--- config.mk ---
export PLATFORM = sky130hd
export DESIGN_NAME = awu_div_pipe
export DESIGN_NICKNAME = d
export VERILOG_FILES = /design/src/rtl/awu_pkg.sv /design/src/rtl/awu_div_pipe.sv
export SDC_FILE = /design/constraint.sdc
export NUM_CORES = 2
export LEC_CHECK = 0
export BUFFER_PORTS_ARGS = -buffer_cell sky130_fd_sc_hd__buf_4
export CAP_MARGIN = 20
export CORE_MARGIN = 2
export CORE_UTILIZATION = 30
export CTS_CLUSTER_SIZE = 24
export DETAILED_ROUTE_END_ITERATION = 6
export GPL_TIMING_DRIVEN = 0
export PLACE_DENSITY = 0.46
export SLEW_MARGIN = 15
export SYNTH_ARGS = -nofsm -noshare
export SYNTH_HDL_FRONTEND = slang
export SYNTH_SLANG_ARGS = --single-unit
--- constraint.sdc ---
create_clock -name clk -period 3.3 [get_ports clk]
set_clock_uncertainty 0.05 [all_clocks]
set_input_delay 0.66 -clock clk [delete_from_list [all_inputs] [get_ports clk]]
set_output_delay 0.66 -clock clk [all_outputs]
set_load 0.005 [all_outputs]
--- src/rtl/awu_pkg.sv ---
// Shared widths, constants and register codes of the Adagrad weight update block.
`default_nettype none
package awu_pkg;

  // Field widths.
  localparam int INDEX_W = 17;
  localparam int DATA_W  = 32;
  localparam int BATCH_W = 16;
  localparam int ACC_W   = 64;
  localparam int ROOT_W  = 32;

  // Register reset values.
  localparam logic [DATA_W-1:0]  LR_RESET = 32'd655;
  localparam logic [BATCH_W-1:0] BS_RESET = 16'd1;

  // Epsilon 1e-5 in unsigned Q32.32, rounded to nearest.
  localparam logic [ACC_W-1:0] EPS_Q32 = 64'd42950;

  // Configuration register indexes.
  typedef enum logic [0:0] {
    CFG_STEP_SIZE    = 1'b0,
    CFG_SAMPLE_COUNT = 1'b1
  } cfg_index_t;

endpackage
`default_nettype wire

--- src/rtl/awu_div_pipe.sv ---
// Pipelined unsigned restoring divider, one quotient bit per stage, with sideband.
`default_nettype none
module awu_div_pipe import awu_pkg::*; #(
  parameter int NW = 32,
  parameter int DW = 16,
  parameter int SW = 8
) (
  input  wire logic          clk,
  input  wire logic          rst_n,
  input  wire logic          en,
  input  wire logic          in_valid,
  input  wire logic [NW-1:0] num,
  input  wire logic [DW-1:0] den,
  input  wire logic [SW-1:0] side_in,
  output logic               out_valid,
  output logic      [NW-1:0] quo,
  output logic      [SW-1:0] side_out
);

  logic          v_r      [NW];
  logic [DW-1:0] rem_r    [NW];
  logic [DW-1:0] den_r    [NW];
  logic [NW-1:0] wd_r     [NW];
  logic [SW-1:0] side_r   [NW];
  logic [DW-1:0] rem_nxt  [NW];
  logic [NW-1:0] wd_nxt   [NW];

  // One restoring step per stage; the word shifts numerator bits out and
  // quotient bits in, so it holds the quotient after the last stage.
  always_comb begin
    logic [DW-1:0] rem_src;
    logic [DW-1:0] den_src;
    logic [NW-1:0] wd_src;
    logic [DW:0]   trial;
    logic          ge;
    for (int s = 0; s < NW; s++) begin
      if (s == 0) begin
        rem_src = '0;
        den_src = den;
        wd_src  = num;
      end else begin
        rem_src = rem_r[s-1];
        den_src = den_r[s-1];
        wd_src  = wd_r[s-1];
      end
      trial      = {rem_src, wd_src[NW-1]};
      ge         = (trial >= {1'b0, den_src});
      rem_nxt[s] = ge ? DW'(trial - {1'b0, den_src}) : trial[DW-1:0];
      wd_nxt[s]  = {wd_src[NW-2:0], ge};
    end
  end

  // Stage payload registers.
  always_ff @(posedge clk) begin
    if (en) begin
      for (int s = 0; s < NW; s++) begin
        rem_r[s] <= rem_nxt[s];
        wd_r[s]  <= wd_nxt[s];
        if (s == 0) begin
          den_r[s]  <= den;
          side_r[s] <= side_in;
        end else begin
          den_r[s]  <= den_r[s-1];
          side_r[s] <= side_r[s-1];
        end
      end
    end
  end

  // Valid bits travel with the data.
  always_ff @(posedge clk) begin
    if (!rst_n) begin
      for (int s = 0; s < NW; s++) begin
        v_r[s] <= 1'b0;
      end
    end else if (en) begin
      for (int s = 0; s < NW; s++) begin
        if (s == 0) begin
          v_r[s] <= in_valid;
        end else begin
          v_r[s] <= v_r[s-1];
        end
      end
    end
  end

  assign out_valid = v_r[NW-1];
  assign quo       = wd_r[NW-1];
  assign side_out  = side_r[NW-1];

endmodule
`default_nettype wire

After elaboration in Yosys (flattened, before gate mapping)
Memories as Yosys holds them, arrays and structs flattened.
Index checks and enable logic that the tools add are counted.
{"block": "classes", "add_sub_neg": 32, "order_cmp": 32, "mux": 69, "bitwise": 32}
{"cell": "17-bit by 16-bit greater-or-equal comparator with 1-bit output", "count": 31}
{"cell": "16-bit 2-to-1 mux", "count": 32}
{"cell": "16-bit subtractor", "count": 31}
{"cell": "1-bit 2-to-1 mux", "count": 37}
{"cell": "1-bit OR", "count": 32}
{"cell": "1-bit by 16-bit greater-or-equal comparator with 1-bit output", "count": 1}
{"cell": "1-bit by 16-bit subtractor with 16-bit output", "count": 1}
{"block": "totals", "reg_bits": 0, "mem_bits_rw": 2336, "out_inout_bits": 41, "n_memories": 5}
{"name": "wd_r", "depth": 32, "width": 32, "read_ports": 32, "rd_ports_with_merged_regs": 0, "write_ports": 32, "line_no": "awu_div_pipe.sv:23", "source": "logic [NW-1:0] wd_r [NW];"}
{"name": "den_r", "depth": 32, "width": 16, "read_ports": 31, "rd_ports_with_merged_regs": 0, "write_ports": 32, "line_no": "awu_div_pipe.sv:22", "source": "logic [DW-1:0] den_r [NW];"}
{"name": "rem_r", "depth": 32, "width": 16, "read_ports": 31, "rd_ports_with_merged_regs": 0, "write_ports": 32, "line_no": "awu_div_pipe.sv:21", "source": "logic [DW-1:0] rem_r [NW];"}
{"name": "side_r", "depth": 32, "width": 8, "read_ports": 32, "rd_ports_with_merged_regs": 0, "write_ports": 32, "line_no": "awu_div_pipe.sv:24", "source": "logic [SW-1:0] side_r [NW];"}
{"name": "v_r", "depth": 32, "width": 1, "read_ports": 32, "rd_ports_with_merged_regs": 0, "write_ports": 32, "line_no": "awu_div_pipe.sv:20", "source": "logic v_r [NW];"}

Longest topological paths before layout
{"block": "logic_depth", "word_depth": 4, "ltp_mapped": 13, "depth_no_buf": 12}

Worst setup path before layout
No wires, ideal clock.
{"block": "synth_path", "kind": "register to register", "startpoint": "memory den_r[6][1] (netlist: den_r[0][97])", "endpoint": "memory rem_r[7][9] (netlist: rem_r[0][121]), data pin", "setup_ns": 0.260, "arrival_time_ns": 2.870, "t_required_ns": 2.990, "slack_ns": 0.119, "stages_incl_launch_ff": 13, "n_path_buf": 1, "synth_period_minus_slack_ns": 3.181, "path_cell_list": "edfxtp_1 -> inv_1 -> ha_1 -> nor2b_1 -> o21bai_2 -> a311oi_2 -> o41ai_2 -> o31ai_1 -> o21a_1 -> or3_4 -> a41oi_4 -> buf_8 -> mux2_4"}
{"element": "start: declaration", "line_no": "awu_div_pipe.sv:22"}
{"element": "end: declaration", "line_no": "awu_div_pipe.sv:21"}

==> reports/metrics.yaml <==
hold_path:
  min_path_type: "in2reg"
  min_from: "num[31]"
setup_path:
  cp-start-kind: "flip-flop"
  reg2reg_depth: 15
  worst_ep_required_time_ns: 3.87
  worstSetupStartpoint: "den_r[0][97]"
  crit_arrival_ns: 4.00
  worstSetupEndpointType: "flip-flop"
  r2r-start: "den_r[0][97]"
  cp_max_fo: 7
  r2r-end: "rem_r[0][125]"
  endpoint: "rem_r[0][125]"
  critical_path_class: "reg2reg"
  reg2reg_slack_ns: -0.14
placed_design:
  dp_hpwl_um: 119000
  place_congestion: 0.872
  io_buffers: 100
  preCtsSetupSlack_ns: -1.79
  dp_cells: 10900
global_routing:
  grt_pass1_vias: 53500
  grt_usage_pct: 10.7
  grt.overflow.total: 0
  grt_max_degree: 162
  antenna_found_initial: 2
  grt_pass1_wl_um: 288000
floorplanning:
  die_w_um: 576
  io_pins: 101
  fp.dieH_um: 576
  start_util_pct: 30.2
  coreArea_um2: 325000
  row_count: 209
  die-area_um2: 332000
synthesis:
  ys_seq_area_share_pct: 70.5
  ys_ff_latch: 2304
  synth_area_um2: 98100
  syn_nets: 7071
  synth-compound-area-share_pct: 7.16
  yosysTopAreaCell: "edfxtp_1"
  synth_commonest_cells: "edfxtp_1, inv_1, ha_1"
  synthMuxAreaShare_pct: 3.36
  avgSynthCellArea_um2: 15.1
  yosys.cell_count.top_type: "edfxtp_1"
  yosys_warnings: 0
  synthAdderAreaFrac_pct: 6.97
  synth.top_cell.area_share_pct: 70.5
  ys_top_cells_by_area: "edfxtp_1, ha_1, mux2_2"
  ys_types: 79
  synth_edf_count: 2304
  ys_async_sr_fraction_pct: 0
  synth_xor_area_share_pct: 3.15
  synthFlopType: "edfxtp_1"
  synth_top_family_by_area: "compound AO/OA/AOI/OAI gates"
  synth_cells: 6483
  synthSimpleGateAreaFrac_pct: 5.78
route:
  drt_first_iter_violations: 3271
  dr.pass1.iters: 5
  wire_per_inst_um: 15.7
  via_per_inst: 4.48
  drt-total-wl_um: 181000
  ant_nets: 0
  drc_errors: 0
  routed-via-count: 51900
timing:
  fin_crit_ns: 3.44
  rsz0062_at_grt: "yes"
  slew_violations: 0
  hold-worst-slack_ns: 0.153
  worst_slew_pin_slew_ns: 0.991
  hold_viol_final: 0
  fin_ws_ns: -0.137
  relSlewSlack_pct: 33.9
  fmax_mhz: 291
  setup_viol: 13
  fin_crit_sh_pct: 104
run_status:
  outcome: "finished, violations left"
  violations: "setup timing"
cts:
  root_buffer: "clkbuf_16"
  clkSinkCount: 2304
  numCtsBuffers: 281
  worstSkewPairLatency_ns: 0.87
  clkTransAtPathRegs_ns: 0.06
  h-tree-depth: 5
  clockBufferDepth: 4
  cts_tree: "done"
power_and_ir_drop:
  p_seq_share_pct: 39.7
  comb_power_share_pct: 32.0
  powerDensity_nw_per_um2: 901
  p_int_w: 0.0724
  p_leak_nw: 43.8
  p_clk_share_pct: 28.3
  p_sw_share_pct: 30.7
  irDropWorstVdd_mv: 0.385
  switching_power_w: 0.0321
final_layout:
  num-nets-final: 7614
  drive_gt1_share_pct: 15.5
  n_fill_cell: 30800
  instances_no_fill: 11600
  area_growth_pct: 18.2
job:
  max-cap-violations: 0
-- layout make-up --
class	count	area, um2	share of cell area, %
Sequential cell	2304	69200	59.7
Multi-Input combinational cell	3442	26900	23.2
Clock buffer	348	7390	6.37
Tap cell	4325	5410	4.67
Timing Repair Buffer	264	2640	2.27
Inverter	634	2390	2.06
Clock inverter	149	1350	1.16
Buffer	99	717	0.618
Antenna cell	1	2.50	0.00216
-- cell families after synthesis --
family / Yosys count
AO/OA/AOI/OAI: 1103
XOR/XNOR: 353
adder cells (fa/ha/maj): 528
buffers and inverters: 738
flip-flops: 2304
multiplexers: 296
AND/OR/NAND/NOR: 1161
-- worst min-delay path by stage --
stage / to / slack, ns / cells after the start
floorplan: side_r[0][100] / 0.35 / 0
global placement: wd_r[0][134] / 0.35 / 0
detailed placement: side_r[0][107] / 0.35 / 0
CTS: v_r[0][0] / 0.02 / 2
global route: rem_r[0][0] / 0.10 / 3
finish: rem_r[0][0] / 0.15 / 3
-- timing repair --
item,4_1_cts,5_1_grt
setup buffers,51,37
hold buffers,56,0
hold endpoints to repair,56,0
pin swaps,33,62
cloned,4,1
gates resized for setup,170,137
setup endpoints to repair,514,424
-- through the flow --
stage                     utilization [%]  total power, W  instance area, um2  TNS, ns
after detailed placement             32.3          0.0731              105000  -393.43
after global routing                 35.7           0.111              116000    -2.82
after global placement               32.1          0.0735              104000        -
after CTS                            35.5           0.105              115000    -1.10
after floorplan                         -          0.0647               98100        0
final                                35.7           0.104              116000   -0.964
-- worst max-delay path, cell delays in order, from the launching register on --
cell and delay [ns]:
edfxtp_1 0.40, inv_2 0.09, ha_4 0.20, nor2b_4 0.14, o21bai_4 0.18, a311oi_4 0.12
o41ai_2 0.20, buf_4 0.18, o31ai_4 0.06, o21a_1 0.21, or3_4 0.38, a41oi_4 0.27
buf_12 0.15, buf_12 0.13, buf_12 0.13, mux2_4 0.29
-- power groups by stage --
stage	sequential (W)	combinational (W)	clock, W
5_1_grt	0.0420	0.0372	0.0320
6_report	0.0414	0.0335	0.0295
4_1_cts	0.0415	0.0328	0.0310
3_3_place_gp	0.0432	0.0302	0
3_5_place_dp	0.0421	0.0309	0
2_1_floorplan	0.0410	0.0237	0
-- layout by cell type, fill, tap and decap left out, drive strengths merged, types with 48 or more instances in the layout --
master and n:
clkbuf 383, clkinv 106, mux2i 48, nand4 65, o21a 64, xnor2 223
a21o 137, o21ai 228, dlygate4sd3 56, nand2 217, edfxtp 2304, ha 498
nand3 57, nor3 96, xor2 130, buf 269, nand2b 72, mux2 248
nor2 380, nor2b 90, a21oi 373, inv 647
-- registers in the layout, indices dropped and copies added (netlist names) --
name    count
side_r    256
v_r        32
wd_r     1024
rem_r     496
den_r     496
-- layer usage --
layer	global-route usage [%]	part of all wire (%)
met2	18.0	48
met3	1.91	4.1
met1	13.3	44
met4	4.78	4.2
met5	0	0
Note: power is estimated with default switching activity, not from simulation.
