===== src/rtl/awu_pkg.sv =====
// Shared widths, constants and register codes of the Adagrad weight update block.
`default_nettype none
package awu_pkg;

  // Field widths.
  localparam int INDEX_W = 17;
  localparam int DATA_W  = 32;
  localparam int BATCH_W = 16;
  localparam int ACC_W   = 64;
  localparam int ROOT_W  = 32;

  // Register reset values.
  localparam logic [DATA_W-1:0]  LR_RESET = 32'd655;
  localparam logic [BATCH_W-1:0] BS_RESET = 16'd1;

  // Epsilon 1e-5 in unsigned Q32.32, rounded to nearest.
  localparam logic [ACC_W-1:0] EPS_Q32 = 64'd42950;

  // Configuration register indexes.
  typedef enum logic [0:0] {
    CFG_STEP_SIZE    = 1'b0,
    CFG_SAMPLE_COUNT = 1'b1
  } cfg_index_t;

endpackage
`default_nettype wire


===== src/rtl/awu_sqrt_pipe.sv =====
// Pipelined 64-bit integer square root, one root bit per stage, with sideband.
`default_nettype none
module awu_sqrt_pipe import awu_pkg::*; #(
  parameter int SW = 8
) (
  input  wire logic              clk,
  input  wire logic              rst_n,
  input  wire logic              en,
  input  wire logic              in_valid,
  input  wire logic [ACC_W-1:0]  rad,
  input  wire logic [SW-1:0]     side_in,
  output logic                   out_valid,
  output logic      [ROOT_W-1:0] root,
  output logic      [SW-1:0]     side_out
);

  localparam int RW = ROOT_W + 2;

  logic              v_r      [ROOT_W];
  logic [RW-1:0]     rem_r    [ROOT_W];
  logic [ROOT_W-1:0] root_r   [ROOT_W];
  logic [ACC_W-1:0]  rad_r    [ROOT_W];
  logic [SW-1:0]     side_r   [ROOT_W];
  logic [RW-1:0]     rem_nxt  [ROOT_W];
  logic [ROOT_W-1:0] root_nxt [ROOT_W];

  // Digit-by-digit root: bring down two radicand bits, try root*4+1.
  always_comb begin
    logic [RW-1:0]     rem_src;
    logic [ROOT_W-1:0] root_src;
    logic [ACC_W-1:0]  rad_src;
    logic [RW+1:0]     remsh;
    logic [RW+1:0]     trial;
    logic              ge;
    for (int s = 0; s < ROOT_W; s++) begin
      if (s == 0) begin
        rem_src  = '0;
        root_src = '0;
        rad_src  = rad;
      end else begin
        rem_src  = rem_r[s-1];
        root_src = root_r[s-1];
        rad_src  = rad_r[s-1];
      end
      remsh       = {rem_src, rad_src[ACC_W-1:ACC_W-2]};
      trial       = {2'b00, root_src, 2'b01};
      ge          = (remsh >= trial);
      rem_nxt[s]  = ge ? RW'(remsh - trial) : remsh[RW-1:0];
      root_nxt[s] = {root_src[ROOT_W-2:0], ge};
    end
  end

  // Stage payload registers.
  always_ff @(posedge clk) begin
    if (en) begin
      for (int s = 0; s < ROOT_W; s++) begin
        rem_r[s]  <= rem_nxt[s];
        root_r[s] <= root_nxt[s];
        if (s == 0) begin
          rad_r[s]  <= {rad[ACC_W-3:0], 2'b00};
          side_r[s] <= side_in;
        end else begin
          rad_r[s]  <= {rad_r[s-1][ACC_W-3:0], 2'b00};
          side_r[s] <= side_r[s-1];
        end
      end
    end
  end

  // Valid bits travel with the data.
  always_ff @(posedge clk) begin
    if (!rst_n) begin
      for (int s = 0; s < ROOT_W; s++) begin
        v_r[s] <= 1'b0;
      end
    end else if (en) begin
      for (int s = 0; s < ROOT_W; s++) begin
        if (s == 0) begin
          v_r[s] <= in_valid;
        end else begin
          v_r[s] <= v_r[s-1];
        end
      end
    end
  end

  assign out_valid = v_r[ROOT_W-1];
  assign root      = root_r[ROOT_W-1];
  assign side_out  = side_r[ROOT_W-1];

endmodule
`default_nettype wire


===== config.mk =====
export PLATFORM = sky130hd
export DESIGN_NAME = awu_sqrt_pipe
export DESIGN_NICKNAME = d
export VERILOG_FILES = /design/src/rtl/awu_pkg.sv /design/src/rtl/awu_sqrt_pipe.sv
export SDC_FILE = /design/constraint.sdc
export NUM_CORES = 2
export LEC_CHECK = 0
export BUFFER_PORTS_ARGS = -buffer_cell sky130_fd_sc_hd__buf_2
export CORE_MARGIN = 8
export CORE_UTILIZATION = 71
export CTS_BUF_LIST = sky130_fd_sc_hd__clkbuf_8
export DETAILED_ROUTE_END_ITERATION = 6
export GPL_TIMING_DRIVEN = 0
export PLACE_DENSITY = 0.88
export SYNTH_ARGS = -nofsm -noshare
export SYNTH_HDL_FRONTEND = slang
export SYNTH_MEMORY_MAX_BITS = 65536
export SYNTH_SLANG_ARGS = --single-unit

===== constraint.sdc =====
create_clock -name clk -period 5.5 [get_ports clk]
set_input_delay 1.65 -clock clk [delete_from_list [all_inputs] [get_ports clk]]
set_output_delay 1.65 -clock clk [all_outputs]
set_load 0.01 [all_outputs]

# ---- Yosys cells after proc, flatten, opt, wreduce, memory -nomap -nowiden
# Memory sizes are Yosys's and may differ from the RTL's.
# Cells that the tools add are included.
dict set report word_totals {
  register_bits 0
  latchBits 0
  ram_bits 4384
  romBits 0
  input_bits 76
  out_inout_bits 41
  elab_cells 170
  memories 5
}
# memory words width rd rd_clocked_by_memory_dff wr line_no
set memory_table {}
lappend memory_table {rad_r 32 62 31 0 32 awu_sqrt_pipe.sv:22} ;# logic [ACC_W-1:0] rad_r [ROOT_W];
lappend memory_table {rem_r 32 34 31 0 32 awu_sqrt_pipe.sv:20} ;# logic [RW-1:0] rem_r [ROOT_W];
lappend memory_table {root_r 32 32 32 0 32 awu_sqrt_pipe.sv:21} ;# logic [ROOT_W-1:0] root_r [ROOT_W];
lappend memory_table {side_r 32 8 32 0 32 awu_sqrt_pipe.sv:23} ;# logic [SW-1:0] side_r [ROOT_W];
lappend memory_table {v_r 32 1 32 0 32 awu_sqrt_pipe.sv:19} ;# logic v_r [ROOT_W];
dict set report op_classes {
  addsub 32
  multipliers 0
  div_mod_pow 0
  magnitude_cmp 32
  n_eq_ne 0
  shifts 0
  mux 69
  bitwise 32
  n_reduce_logical 0
}
# op n
set op_table {}
lappend op_table {{36-bit by 34-bit greater-or-equal comparator with 1-bit output} 31}
lappend op_table {{34-bit two-way mux} 32}
lappend op_table {{34-bit subtractor} 31}
lappend op_table {{1-bit two-way mux} 37}
lappend op_table {{1-bit bitwise OR} 32}
lappend op_table {{2-bit by 1-bit subtractor with 3-bit output (second input constant)} 1}
lappend op_table {{2-bit by 1-bit greater-or-equal comparator with 1-bit output (second input constant)} 1}

# ---- Longest topological paths before layout
dict set report logic_depth {
  depth_word 4
  depth_mapped 15
  ltp_nobuf 12
}

# ---- Least setup slack after synthesis
# No wires, ideal clock.
dict set report synth_path {
  kind {register -> register}
  start {mem rem_r[1][261] (netlist bit)}
  end {mem rem_r[1][284] (netlist bit) (data pin)}
  setup_time_ns 0.260
  arrival_time_ns 3.375
  required_time_ns 5.240
  slack_ns 1.865
  stages_incl_launch_ff 11
  n_path_buf 2
  synth_period_minus_slack_ns 3.635
  path_cell_list {edfxtp_1 > ha_1 > a211o_1 > or4_1 > or4_1 > or4_1 > a41oi_1 > o211a_1 > clkbuf_1 > buf_2 > mux2_2}
}
# item line_no
set synth_rtl {}
lappend synth_rtl {{start, declared} awu_sqrt_pipe.sv:20}

==> impl_results.html <==
<table>
<tr><th>Metric</th><th>Value</th></tr>
<tr><th colspan="2">Synthesis</th></tr>
<tr><td>Count of state elements after synthesis</td><td>~2,800</td></tr>
<tr><td>Synth top area share</td><td>about 67%</td></tr>
<tr><td>Share of flip-flops with an asynchronous set or reset</td><td>0%</td></tr>
<tr><td>Sequential element share of the synthesized area</td><td>around two thirds</td></tr>
<tr><td>Library cell with the largest summed area after synthesis</td><td>sky130_fd_sc_hd__edfxtp_1</td></tr>
<tr><td>Number of instances in the synthesized netlist</td><td>9,393</td></tr>
<tr><td>Top area cells in the synthesized netlist</td><td>sky130_fd_sc_hd__edfxtp_1 67%, sky130_fd_sc_hd__ha_1 5.6%, sky130_fd_sc_hd__xor2_1 3.0%</td></tr>
<tr><td>Distinct cell type count of the synthesized netlist</td><td>90</td></tr>
<tr><td>Yosys synthesis warning count</td><td>0</td></tr>
<tr><td>Most used flip-flop cell after synthesis</td><td>sky130_fd_sc_hd__edfxtp_1</td></tr>
<tr><td>Avg Synthesized Cell Area</td><td>roughly 13 um^2</td></tr>
<tr><td>Number of synthesized flops with an enable pin</td><td>about 2,800</td></tr>
<tr><td>Total nets after synthesis</td><td>roughly 10,000</td></tr>
<tr><td>Netlist area before placement</td><td>~130,000 um^2</td></tr>
<tr><th colspan="2">STA</th></tr>
<tr><td>Highest clock rate</td><td>0.189 GHz</td></tr>
<tr><td>Endpoints failing setup</td><td>0</td></tr>
<tr><td>Final Critical Period</td><td>5.29 ns</td></tr>
<tr><td>Final Slew Violations</td><td>0</td></tr>
<tr><td>Relative slew slack</td><td>a little over a tenth</td></tr>
<tr><td>Summed negative setup slack over all endpoints</td><td>0 ns</td></tr>
<tr><td>Setup Skew</td><td>between 0.09 and 0.1 ns</td></tr>
<tr><td>Worst-margin pin slew</td><td>~1.3 ns</td></tr>
<tr><td>Final-report hold violation count</td><td>0</td></tr>
<tr><td>Share of the cycle needed by the critical path after routing</td><td>between 90% and 100%</td></tr>
<tr><td>RSZ-0062 raised after global routing</td><td>no</td></tr>
<tr><td>Final hold slack</td><td>roughly 0.38 ns</td></tr>
<tr><td>Final worst setup slack</td><td>between 0.2 and 0.25 ns</td></tr>
<tr><th colspan="2">Global routing</th></tr>
<tr><td>Global-route usage over all layers</td><td>between 20% and 30%</td></tr>
<tr><td>Global-route wire length before repair</td><td>approximately 440 mm</td></tr>
<tr><td>Number of global-route vias before repair</td><td>about 79,000</td></tr>
<tr><td>Antenna violations before repair</td><td>13</td></tr>
<tr><td>Total congestion overflow</td><td>0</td></tr>
<tr><td>Maximum number of pins on one net before global-route repair</td><td>around 200</td></tr>
<tr><th colspan="2">Status</th></tr>
<tr><td>Outcome</td><td>complete, no violations</td></tr>
<tr><th colspan="2">Clocking</th></tr>
<tr><td>Clock latency at the later pin of the worst-skew pair</td><td>approximately 1.1 ns</td></tr>
<tr><td>Clk sink count</td><td>between 2,000 and 3,000</td></tr>
<tr><td>Post-cts hold buffer count</td><td>0</td></tr>
<tr><td>Number of clock buffers inserted by TritonCTS</td><td>between 400 and 500</td></tr>
<tr><td>Post-cts sizing count</td><td>0</td></tr>
<tr><td>Post-CTS clock slew at the launch and capture registers of the worst setup and hold paths</td><td>between 0.1 and 0.15 ns</td></tr>
<tr><td># Post-CTS Setup Buffers</td><td>0</td></tr>
<tr><td>Clock tree from TritonCTS</td><td>yes</td></tr>
<tr><td>H-tree depth</td><td>5</td></tr>
<tr><td>Number of buffers on the longest clock path</td><td>4</td></tr>
<tr><td>Clock root buffer</td><td>sky130_fd_sc_hd__clkbuf_8</td></tr>
<tr><th colspan="2">Power</th></tr>
<tr><td>Worst-case vdd ir drop</td><td>~0.36 mV</td></tr>
<tr><td>Leakage Power</td><td>approximately 53 nW</td></tr>
<tr><td>Power consumption</td><td>56.3 mW</td></tr>
<tr><td>PwrDens</td><td>407 nW/um^2</td></tr>
<tr><th colspan="2">Layout</th></tr>
<tr><td>Storage cell area</td><td>84,400 um^2</td></tr>
<tr><td>Fraction of final layout cells sized beyond drive strength 1</td><td>under 10%</td></tr>
<tr><td>Relative area change from synthesis to final layout</td><td>9.56%</td></tr>
<tr><td>Most common cell after layout, fill and taps aside</td><td>sky130_fd_sc_hd__edfxtp_1</td></tr>
<tr><td>Multi-input gate area</td><td>38,400 um^2</td></tr>
<tr><td>Filler instances</td><td>~9,500</td></tr>
<tr><td>Final Net Count</td><td>10,600</td></tr>
<tr><td>Share of the core filled with cells in the final layout</td><td>between 70% and 80%</td></tr>
<tr><td>Most frequent cells in the layout</td><td>2,811 x sky130_fd_sc_hd__edfxtp_1, 810 x sky130_fd_sc_hd__inv_1, 684 x sky130_fd_sc_hd__nand2_1, 562 x sky130_fd_sc_hd__ha_1, 535 x sky130_fd_sc_hd__a21oi_1</td></tr>
<tr><th colspan="2">Route</th></tr>
<tr><td>Wirelength per Cell</td><td>23.4 um</td></tr>
<tr><td>Violation count after the first detailed-routing iteration</td><td>9,420</td></tr>
<tr><td>Total via count in the routed design</td><td>between 80,000 and 90,000</td></tr>
<tr><td>Vias per std cell</td><td>between 6 and 7</td></tr>
<tr><td>Total routed wirelength</td><td>296 mm</td></tr>
<tr><td>First-pass iteration count of the detailed router</td><td>7</td></tr>
<tr><td>Remaining routing DRC violations</td><td>0</td></tr>
<tr><td>Antenna-violating nets left</td><td>0</td></tr>
<tr><th colspan="2">Floorplanning</th></tr>
<tr><td>Starting density of the core</td><td>between 70% and 80%</td></tr>
<tr><td>Total number of placement rows</td><td>around 150</td></tr>
<tr><td>Area of the die</td><td>roughly 190,000 um^2</td></tr>
<tr><td>Chip Width</td><td>between 400 and 500 um</td></tr>
<tr><td>Area of the core region</td><td>around 180,000 um^2</td></tr>
<tr><td>I/O pin cnt</td><td>approximately 120</td></tr>
<tr><td>Die height</td><td>roughly 440 um</td></tr>
<tr><th colspan="2">Placement</th></tr>
<tr><td>Count of port buffers added during placement</td><td>about 120</td></tr>
<tr><td>Worst setup slack after placement</td><td>-1.07 ns</td></tr>
<tr><td>Hpwl dp</td><td>between 200 and 250 mm</td></tr>
<tr><td>Routability Congestion</td><td>0.927</td></tr>
<tr><th colspan="2">Worst setup path</th></tr>
<tr><td>Data required time at the worst endpoint</td><td>about 6.3 ns</td></tr>
<tr><td>Sort of element at the start of the critical path</td><td>register</td></tr>
<tr><td>Arrival @ worst endpoint</td><td>roughly 6.1 ns</td></tr>
<tr><td>Startpoint-to-endpoint class of the critical path</td><td>register to register</td></tr>
<tr><td>Endpoint class of the critical path</td><td>register</td></tr>
<tr><td>Setup slack, reg-to-reg</td><td>0.21 ns</td></tr>
<tr><td>Crit Path Max Fanout</td><td>10</td></tr>
<tr><th colspan="2">Run</th></tr>
<tr><td>Maximum capacitance violations</td><td>0</td></tr>
<tr><th colspan="2">Hold path</th></tr>
<tr><td>Tightest Hold Check Type</td><td>register to register</td></tr>
</table>
## where the power goes
part	leakage [nW]	total (mW)	internal (mW)	switching, mW
sequential	27.1	28.8	26.9	1.89
clock	4.53	16.5	8.51	7.98
combinational	21.4	11.1	4.38	6.69
## path summary, 6_finish.rpt
path / start / to / cells after the start
worst max-delay path: root_r[1][35] / rem_r[1][73] / 13
worst min-delay path: rad_r[0][135] / rad_r[0][199] / 0
worst max register to register: root_r[1][35] / rem_r[1][73] / 13
worst min register to register: rad_r[0][135] / rad_r[0][199] / 0
## metrics by stage
stage	cell area, um^2	std cells
2_1_floorplan	126000	9393
3_3_place_gp	130000	11800
3_5_place_dp	130000	11900
4_1_cts	138000	12600
5_1_grt	138000	12600
6_report	138000	12600
## Yosys cell counts, types with 17 or more instances
cell	number
sky130_fd_sc_hd__and4_1	23
sky130_fd_sc_hd__inv_1	705
sky130_fd_sc_hd__a21oi_1	535
sky130_fd_sc_hd__or4_1	60
sky130_fd_sc_hd__or2_2	39
sky130_fd_sc_hd__a211oi_1	46
sky130_fd_sc_hd__nand3b_1	32
sky130_fd_sc_hd__xor2_1	430
sky130_fd_sc_hd__nor3_1	209
sky130_fd_sc_hd__clkbuf_1	158
sky130_fd_sc_hd__o21ai_0	523
sky130_fd_sc_hd__nand2b_1	105
sky130_fd_sc_hd__mux2_2	49
sky130_fd_sc_hd__o21bai_1	49
sky130_fd_sc_hd__a21o_1	233
sky130_fd_sc_hd__and3_1	73
sky130_fd_sc_hd__nand2_1	684
sky130_fd_sc_hd__nor2b_1	84
sky130_fd_sc_hd__xnor2_1	412
sky130_fd_sc_hd__and2_1	37
sky130_fd_sc_hd__or3_1	93
sky130_fd_sc_hd__a31oi_1	65
sky130_fd_sc_hd__nor4_1	123
sky130_fd_sc_hd__nand4b_1	22
sky130_fd_sc_hd__nor2_1	485
sky130_fd_sc_hd__edfxtp_1	2811
sky130_fd_sc_hd__nor3b_1	18
sky130_fd_sc_hd__o31ai_1	61
sky130_fd_sc_hd__nand4_1	88
sky130_fd_sc_hd__ha_1	562
sky130_fd_sc_hd__o21a_1	103
sky130_fd_sc_hd__a21boi_0	17
sky130_fd_sc_hd__o211ai_1	36
sky130_fd_sc_hd__nand3_1	157
## layout make-up
type	instances	area share, %
tap	2340	2.12
sequential	2811	61.0
timing repair buffer	134	0.769
antenna	14	0.0253
clock buffer	440	4.38
buffer	179	0.514
inverter	707	1.92
multi-input combinational	5696	27.8
clock inverter	326	1.43
## kinds of logic (layout without fill, tap and decap cells)
logic type	Yosys count	count (layout)	synth area share [%]
xor+xnor	842	842	5.84
mux	65	65	0.564
simple gates	2375	2375	9.41
flops	2811	2811	66.9
buf+inv	886	1786	2.67
compound gates	1851	1851	9.05
fa+ha+maj	562	562	5.57
other cells	1	15	0.00297
## flip-flops by register name, indices dropped and copies added (netlist names)
signal,count
rad_r,992
v_r,32
root_r,528
side_r,256
rem_r,1003
## worst max-delay path: stages, from the launching register on
cell                        delay, ns
sky130_fd_sc_hd__edfxtp_1        0.49
sky130_fd_sc_hd__inv_1           0.09
sky130_fd_sc_hd__ha_1            0.40
sky130_fd_sc_hd__a21o_1          0.21
sky130_fd_sc_hd__a21o_1          0.17
sky130_fd_sc_hd__a21oi_1         0.24
sky130_fd_sc_hd__nand3_1         0.16
sky130_fd_sc_hd__a2111oi_0       0.74
sky130_fd_sc_hd__o21ai_0         0.51
sky130_fd_sc_hd__a2111o_1        0.51
sky130_fd_sc_hd__clkbuf_1        0.25
sky130_fd_sc_hd__clkbuf_1        0.36
sky130_fd_sc_hd__clkbuf_1        0.38
sky130_fd_sc_hd__a21oi_1         0.50
## layer usage
metal	vias up	track usage [%]	wire [um]
li1	36200	-	-
met1	38200	38.5	112000
met2	4749	48.7	139000
met3	1128	6.14	27700
met4	10	14.7	16100
met5	-	0	63
Power figures use the tool's default switching activity.
